[config.mk]
export PLATFORM = sky130hd
export DESIGN_NAME = label_overlay_colorizer
export DESIGN_NICKNAME = d
export VERILOG_FILES = /design/src/rtl/lov_pkg.sv /design/src/rtl/label_overlay_colorizer.sv
export SDC_FILE = /design/constraint.sdc
export NUM_CORES = 1
export LEC_CHECK = 0
export BUFFER_PORTS_ARGS = -buffer_cell sky130_fd_sc_hd__buf_2
export CORE_MARGIN = 5
export CORE_UTILIZATION = 60
export DETAILED_ROUTE_END_ITERATION = 10
export GPL_TIMING_DRIVEN = 0
export PLACE_DENSITY = 0.82
export SETUP_SLACK_MARGIN = 0.05
export SLEW_MARGIN = 5
export SYNTH_ARGS = -nofsm -noshare
export SYNTH_HDL_FRONTEND = slang
export SYNTH_SLANG_ARGS = --single-unit
[constraint.sdc]
create_clock -name clk -period 12.6 [get_ports clk]
set_clock_uncertainty 0.1 [all_clocks]
set_input_delay 0.63 -clock clk [delete_from_list [all_inputs] [get_ports clk]]
set_output_delay 0.63 -clock clk [all_outputs]
set_load 0.005 [all_outputs]
[src/rtl/lov_pkg.sv]
package lov_pkg;

    // Fixed field widths.
    localparam int MODE_W  = 2;
    localparam int ALPHA_W = 8;
    localparam int MAX_W   = 16;
    localparam int CHAN_W  = 8;
    localparam int CFG_W   = 16;
    localparam int IDX_W   = 2;
    // Divider remainder width: a dividend below max * 256 fits here.
    localparam int REM_W   = MAX_W + CHAN_W;

    // Register indexes on the configuration port.
    localparam logic [IDX_W-1:0] REG_MODE    = 2'd0;
    localparam logic [IDX_W-1:0] REG_OPACITY = 2'd1;
    localparam logic [IDX_W-1:0] REG_MAX     = 2'd2;

    // Reset values of the registers.
    localparam logic [ALPHA_W-1:0] OPACITY_RST = 8'd64;
    localparam logic [MAX_W-1:0]   MAX_RST     = 16'd1;

    localparam logic [CHAN_W-1:0] CHAN_FULL = 8'd255;

    typedef enum logic [MODE_W-1:0] {
        MODE_NONE  = 2'd0,
        MODE_TRANS = 2'd1,
        MODE_SOLID = 2'd2,
        MODE_MULTI = 2'd3
    } mode_t;

    // How the quotient is placed into the output pixel.
    typedef enum logic [2:0] {
        KIND_ZERO  = 3'd0,
        KIND_TRANS = 3'd1,
        KIND_SOLID = 3'd2,
        KIND_JET0  = 3'd3,
        KIND_JET1  = 3'd4,
        KIND_JET2  = 3'd5,
        KIND_JET3  = 3'd6
    } kind_t;

endpackage

[src/rtl/label_overlay_colorizer.sv]
// Pipeline: a result passes through registered stages for select and multiply,
// then four stages of a restoring divider that resolves two quotient bits each.
// Throughput: one item per cycle; the whole pipeline holds while the output stalls.
// Reset: asynchronous, active low; empties the pipeline and loads mode multilabel,
// opacity factor 64 and label maximum 1.
module label_overlay_colorizer #(
    parameter int LABEL_BITS = 16
) (
    input  logic                        clk,
    input  logic                        rst_n,
    input  logic                        cfg_wr_en,
    input  logic [lov_pkg::IDX_W-1:0]   cfg_index,
    input  logic [lov_pkg::CFG_W-1:0]   cfg_data,
    input  logic                        in_valid,
    output logic                        in_ready,
    input  logic [LABEL_BITS-1:0]       label_value,
    output logic                        out_valid,
    input  logic                        out_ready,
    output logic [lov_pkg::CHAN_W-1:0]  red,
    output logic [lov_pkg::CHAN_W-1:0]  green,
    output logic [lov_pkg::CHAN_W-1:0]  blue,
    output logic [lov_pkg::CHAN_W-1:0]  alpha
);
    import lov_pkg::*;

    // Operand width covers both the label and a colormap distance.
    localparam int AW = (LABEL_BITS > MAX_W) ? LABEL_BITS : MAX_W;
    localparam int NW = AW + CHAN_W;

    // Configuration registers.
    mode_t              mode_reg;
    logic [ALPHA_W-1:0] opacity_reg;
    logic [MAX_W-1:0]   max_reg;
    logic [MAX_W-1:0]   m_eff;

    always_ff @(posedge clk or negedge rst_n)
    begin
        if (!rst_n)
        begin
            mode_reg    <= MODE_MULTI;
            opacity_reg <= OPACITY_RST;
            max_reg     <= MAX_RST;
        end
        else if (cfg_wr_en)
        begin
            unique case (cfg_index)
                REG_MODE:    mode_reg    <= mode_t'(cfg_data[MODE_W-1:0]);
                REG_OPACITY: opacity_reg <= cfg_data[ALPHA_W-1:0];
                REG_MAX:     max_reg     <= cfg_data[MAX_W-1:0];
                default:     ;
            endcase
        end
    end

    // A zero maximum behaves as one.
    assign m_eff = (max_reg == '0) ? MAX_W'(1) : max_reg;

    // One restoring step: subtract the divisor shifted by k when it fits.
    function automatic logic [REM_W:0] div_step(input logic [REM_W-1:0] rem,
                                                input logic [MAX_W-1:0] dvs,
                                                input int k);
        logic [REM_W-1:0] sh;
        begin
            sh = REM_W'(dvs) << k;
            if (rem >= sh)
                div_step = {1'b1, rem - sh};
            else
                div_step = {1'b0, rem};
        end
    endfunction

    // The pipeline moves as a whole unless a result waits at the output.
    logic adv;
    assign adv      = !out_valid || out_ready;
    assign in_ready = adv;

    // Stage 1: pick the multiplication operands and the colormap segment.
    logic [AW-1:0]     lab_ext;
    logic [AW-1:0]     m_ext;
    logic [MAX_W-1:0]  v;
    logic [MAX_W+1:0]  v4, m1, m2, m3, m4, seg_dist;
    kind_t             s1_kind_next;
    logic [AW-1:0]     s1_a_next;
    logic [CHAN_W-1:0] s1_b_next;

    always_comb
    begin
        lab_ext = AW'(label_value);
        m_ext   = AW'(m_eff);
        v       = (lab_ext > m_ext) ? m_eff : lab_ext[MAX_W-1:0];
        v4      = {v, 2'b00};
        m1      = {2'b00, m_eff};
        m2      = {1'b0, m_eff, 1'b0};
        m3      = m1 + m2;
        m4      = {m_eff, 2'b00};
        seg_dist = '0;
        s1_kind_next = KIND_ZERO;
        s1_a_next    = '0;
        s1_b_next    = '0;
        unique case (mode_reg)
            MODE_NONE:
            begin
                s1_kind_next = KIND_ZERO;
            end
            MODE_TRANS:
            begin
                s1_kind_next = KIND_TRANS;
                s1_a_next    = lab_ext;
                s1_b_next    = opacity_reg;
            end
            MODE_SOLID:
            begin
                s1_kind_next = KIND_SOLID;
                s1_a_next    = lab_ext;
                s1_b_next    = CHAN_FULL;
            end
            MODE_MULTI:
            begin
                // Jet map: distance from a segment edge, scaled by 255 later.
                if (v4 < m1)
                begin
                    s1_kind_next = KIND_JET0;
                    seg_dist     = v4;
                end
                else if (v4 < m2)
                begin
                    s1_kind_next = KIND_JET1;
                    seg_dist     = m2 - v4;
                end
                else if (v4 < m3)
                begin
                    s1_kind_next = KIND_JET2;
                    seg_dist     = v4 - m2;
                end
                else
                begin
                    s1_kind_next = KIND_JET3;
                    seg_dist     = m4 - v4;
                end
                if (lab_ext == '0)
                    s1_kind_next = KIND_ZERO;
                s1_a_next = AW'(seg_dist[MAX_W-1:0]);
                s1_b_next = CHAN_FULL;
            end
            default: ;
        endcase
    end

    logic              s1_valid_reg;
    kind_t             s1_kind_reg;
    logic [AW-1:0]     s1_a_reg;
    logic [CHAN_W-1:0] s1_b_reg;

    // Stage 2: the dividend.
    logic          s2_valid_reg;
    kind_t         s2_kind_reg;
    logic [NW-1:0] s2_n_reg;
    logic [NW-1:0] s2_n_next;

    assign s2_n_next = NW'(s1_a_reg) * NW'(s1_b_reg);

    // Stage 3: saturation check and quotient bits 7 and 6.
    logic              sat;
    logic [REM_W:0]    st7, st6, st5, st4, st3, st2, st1, st0;
    logic [REM_W-1:0]  rem0;
    logic [CHAN_W-1:0] s3_q_next;
    logic [REM_W-1:0]  s3_rem_next;

    assign sat  = s2_n_reg >= NW'({m_eff, 8'b0});
    assign rem0 = sat ? '0 : s2_n_reg[REM_W-1:0];
    assign st7  = div_step(rem0, m_eff, 7);
    assign st6  = div_step(st7[REM_W-1:0], m_eff, 6);
    assign s3_q_next   = sat ? CHAN_FULL : {st7[REM_W], st6[REM_W], 6'b0};
    assign s3_rem_next = st6[REM_W-1:0];

    logic              s3_valid_reg;
    kind_t             s3_kind_reg;
    logic [CHAN_W-1:0] s3_q_reg;
    logic [REM_W-1:0]  s3_rem_reg;

    // Stage 4: quotient bits 5 and 4.
    assign st5 = div_step(s3_rem_reg, m_eff, 5);
    assign st4 = div_step(st5[REM_W-1:0], m_eff, 4);

    logic              s4_valid_reg;
    kind_t             s4_kind_reg;
    logic [CHAN_W-1:0] s4_q_reg;
    logic [REM_W-1:0]  s4_rem_reg;

    // Stage 5: quotient bits 3 and 2.
    assign st3 = div_step(s4_rem_reg, m_eff, 3);
    assign st2 = div_step(st3[REM_W-1:0], m_eff, 2);

    logic              s5_valid_reg;
    kind_t             s5_kind_reg;
    logic [CHAN_W-1:0] s5_q_reg;
    logic [REM_W-1:0]  s5_rem_reg;

    // Output stage: last two bits, then place the quotient into the pixel.
    logic [CHAN_W-1:0] q;
    logic [CHAN_W-1:0] red_next, green_next, blue_next, alpha_next;

    assign st1 = div_step(s5_rem_reg, m_eff, 1);
    assign st0 = div_step(st1[REM_W-1:0], m_eff, 0);
    assign q   = s5_q_reg | {6'b0, st1[REM_W], st0[REM_W]};

    always_comb
    begin
        red_next   = '0;
        green_next = '0;
        blue_next  = '0;
        alpha_next = opacity_reg;
        case (s5_kind_reg)
            KIND_TRANS:
            begin
                green_next = CHAN_FULL;
                blue_next  = CHAN_FULL;
                alpha_next = q;
            end
            KIND_SOLID:
            begin
                red_next   = q;
                green_next = q;
                blue_next  = q;
            end
            KIND_JET0:
            begin
                green_next = q;
                blue_next  = CHAN_FULL;
            end
            KIND_JET1:
            begin
                green_next = CHAN_FULL;
                blue_next  = q;
            end
            KIND_JET2:
            begin
                red_next   = q;
                green_next = CHAN_FULL;
            end
            KIND_JET3:
            begin
                red_next   = CHAN_FULL;
                green_next = q;
            end
            default:
            begin
                alpha_next = '0;
            end
        endcase
    end

    // Valid bits of every stage.
    always_ff @(posedge clk or negedge rst_n)
    begin
        if (!rst_n)
        begin
            s1_valid_reg <= 1'b0;
            s2_valid_reg <= 1'b0;
            s3_valid_reg <= 1'b0;
            s4_valid_reg <= 1'b0;
            s5_valid_reg <= 1'b0;
            out_valid    <= 1'b0;
        end
        else if (adv)
        begin
            s1_valid_reg <= in_valid;
            s2_valid_reg <= s1_valid_reg;
            s3_valid_reg <= s2_valid_reg;
            s4_valid_reg <= s3_valid_reg;
            s5_valid_reg <= s4_valid_reg;
            out_valid    <= s5_valid_reg;
        end
    end

    // Payload of every stage.
    always_ff @(posedge clk)
    begin
        if (adv)
        begin
            s1_kind_reg <= s1_kind_next;
            s1_a_reg    <= s1_a_next;
            s1_b_reg    <= s1_b_next;
            s2_kind_reg <= s1_kind_reg;
            s2_n_reg    <= s2_n_next;
            s3_kind_reg <= s2_kind_reg;
            s3_q_reg    <= s3_q_next;
            s3_rem_reg  <= s3_rem_next;
            s4_kind_reg <= s3_kind_reg;
            s4_q_reg    <= s3_q_reg | {2'b0, st5[REM_W], st4[REM_W], 4'b0};
            s4_rem_reg  <= st4[REM_W-1:0];
            s5_kind_reg <= s4_kind_reg;
            s5_q_reg    <= s4_q_reg | {4'b0, st3[REM_W], st2[REM_W], 2'b0};
            s5_rem_reg  <= st2[REM_W-1:0];
            red         <= red_next;
            green       <= green_next;
            blue        <= blue_next;
            alpha       <= alpha_next;
        end
    end

    // Colormap distances never exceed the label maximum.
    assert property (@(posedge clk) disable iff (!rst_n)
        s1_valid_reg && (s1_kind_reg == KIND_JET1 || s1_kind_reg == KIND_JET2
                         || s1_kind_reg == KIND_JET3)
        |-> s1_a_reg <= AW'(m_eff))
        else $error("colormap distance above label maximum");

    // Remainder stays below the divisor at the weight last resolved.
    assert property (@(posedge clk) disable iff (!rst_n)
        s3_valid_reg |-> s3_rem_reg < (REM_W'(m_eff) << 6))
        else $error("divider remainder out of range after stage 3");

    assert property (@(posedge clk) disable iff (!rst_n)
        s4_valid_reg |-> s4_rem_reg < (REM_W'(m_eff) << 4))
        else $error("divider remainder out of range after stage 4");

    assert property (@(posedge clk) disable iff (!rst_n)
        s5_valid_reg |-> s5_rem_reg < (REM_W'(m_eff) << 2))
        else $error("divider remainder out of range after stage 5");

endmodule
==> results.toml <==
[outcome]
status = "finished with violations"
violations = "capacitance limit, slew limit"

[sta]
setup_violations = 0
rsz0062_at_grt = "no"
fin_tns_setup_ns = 0
slew_headroom_pct = -0.872
tightest_slew_ns = 1.50
final.period_utilization_pct = 90.4
hold_viol_final = 0
period_minus_slack_ns = 11.39
slew_viol_final = 1
fmax_ghz = 0.0878

[synth]
synth_common_cells = "ha_1, nand2_1, inv_1, a21oi_1, edfxtp_1"
synth_edf_count = 182
synth-main-ff-cell = "edfxtp_1"
synth_compound_area_share_pct = 18.1
ys_seq_area_share_pct = 26.9
synthArstFlopShare_pct = 15.0
yosysMostFrequentCell = "ha_1"
synthTopCellsByArea = "edfxtp_1, ha_1, fa_1"
yosys.area_share.simple_pct = 16.1
synth_xor_area_share_pct = 5.38
yosys_register_bits = 214
yosys-mux-area-fraction_pct = 5.03
syn_avg_cell_area_sq_um = 9.31
synth.distinct_cells = 93
synth_adder_area_share_pct = 24.4
synthCells = 2501
synth_nets = 2938
netlist_area_sq_um = 23300
synth_top_family_by_area = "adder cells"
synth_top_area_share_pct = 23.5
yosysTopAreaCell = "edfxtp_1"
yosysWarnings = 0

[placement]
dp.final_hpwl_um = 49500
gp_congestion = 0.952
io_buffer_count = 72

[detailed_routing]
wl_per_cell_um = 20.9
drt_pass1_iterations = 7
drt_iter0_markers = 1808
vias = 20021
drcViolationCount = 0
via_per_inst = 6.38
antenna_left = 0
totalWireLength_um = 65600

[clock_tree]
cts_made_buffers = 26
post-cts-setup-buffer-count = 0
cts-resized-gates = 0
worstSkewPairLatency_ns = 0.56
h-tree-depth = 1
cts_tree = "done"
clk_path_buf_depth = 3
cts.clk_slew.worst_paths_ns = 0.07
cts.sinks = 214
ctsHoldBuffers = 0
root_buffer = "clkbuf_16"

[grt]
grt_util_all_layers_pct = 29.1
antenna_found_initial = 0
grt_pass1_wl_um = 103000
overflow = 0
grt_pass1_vias = 19613
grt_max_degree = 70

[finish]
fin_nets = 3041
n_fill_cell = 3103
multi_input_area_sq_um = 16100
seq_area_sq_um = 6270
drive_gt1_share_pct = 9.84
area_growth_pct = 8.76

[critical_path]
reg2reg_depth = 38
critPathRequiredTime_ns = 12.77
max_stage_delay_ns = 0.81
critPathLaunchType = "flip-flop"
endpoint_kind = "flip-flop"
worst_path_max_delay_cell = "nand2_1"
cpMostUsedCell = "a21oi_1"
critPathKind = "flip-flop to flip-flop"
cp_max_fo = 14
arrival_ns = 11.56

[die]
dieArea_sq_um = 42800
boundaryPins = 73
std_cell_rows = 72
fp.dieH_um = 207
initial_utilization_pct = 60.4
die_w_um = 207
core_area_sq_um = 38600

[run]
cap_violations = 1

[worst_hold_path]
hold_class = "input pin to asynchronous set/reset pin"
## cell families (layout without fill, tap and decap cells)
logic type | count (synthesis) | count (layout)
xor gates and xnor gates | 143 | 143
buffers and inverters | 245 | 365
muxes | 106 | 106
other | 0 | 1
AOI/OAI and AO/OA | 646 | 646
and+or+nand+nor | 749 | 749
adders and majority gates | 398 | 398
DFF | 214 | 214
## layer usage
layer  vias up  wire, um  GRT usage [%]  share of wire, %
met5         -         0              0                 0
met4         0      2610           11.3               4.0
met3       183      5220           4.95               8.0
met2       863     30700           48.2                47
met1      9700     27100           38.5                41
li1       9275         -              -                 -
## layout by cell type, fill, tap and decap left out, drive strengths merged, types with 34 or more instances in the layout
cell type / Yosys / layout
nand3: 38 / 38
inv: 187 / 190
ha: 303 / 303
nand2: 237 / 237
nor3: 40 / 40
mux2: 88 / 88
a21oi: 188 / 188
clkbuf: 47 / 82
buf: 10 / 85
xnor2: 96 / 96
xor2: 47 / 47
and2: 71 / 71
nor2: 152 / 152
fa: 95 / 95
a21o: 85 / 85
o21ai: 146 / 146
edfxtp: 182 / 182
and3: 34 / 34
## path summary, 6_finish.rpt
check,start,end,slack (ns)
setup / recovery,max_reg[14]$_DFFE_PN0P_,s3_rem_reg[17]$_DFFE_PP_,1.21
min in group clk,cfg_data[12],max_reg[12]$_DFFE_PN0P_,0.21
hold / removal,rst_n,max_reg[7]$_DFFE_PN0P_,0.03
hold reg to reg,s3_kind_reg[2]$_DFFE_PP_,s4_kind_reg[2]$_DFFE_PP_,0.32
max in group asynchronous,rst_n,out_valid$_DFFE_PN0P_,11.90
setup reg to reg,max_reg[14]$_DFFE_PN0P_,s3_rem_reg[17]$_DFFE_PP_,1.21
## layout make-up
cell class	count	area share (%)
tap	518	2.56
inverter	188	2.79
clock buffer	35	3.16
clock inverter	10	0.593
antenna	1	0.00988
multi-input combinational	2042	63.5
timing repair buffer	75	1.72
buffer	57	0.944
sequential	214	24.8
## stage by stage
stage | hold slack [ns] | setup WS (ns) | cell area [sq um] | std cells | utilization (%)
after CTS | 0.0331 | 1.41 | 25300 | 3139 | 65.7
after detailed placement | 0.309 | 1.53 | 24400 | 3094 | 63.2
final | 0.0303 | 1.21 | 25300 | 3140 | 65.7
after floorplan | 0.234 | 3.80 | 23300 | 2501 | -
after global routing | 0.0895 | 0.619 | 25300 | 3139 | 65.7
after global placement | 0.302 | 1.69 | 24300 | 3091 | 63.0
## critical path: cells and delay by family (launching register included)
family                   cells  cell delay, ns
adder cells (fa/ha/maj)      4            1.51
flip-flops                   1            0.46
buffers and inverters        6            1.74
AND/OR/NAND/NOR              8            2.88
AO/OA/AOI/OAI               19            3.99
multiplexers                 1            0.39
Power is left out: the tool's default activity adds up to more than one toggle a clock period on the data nets, which glitch-free logic cannot reach.
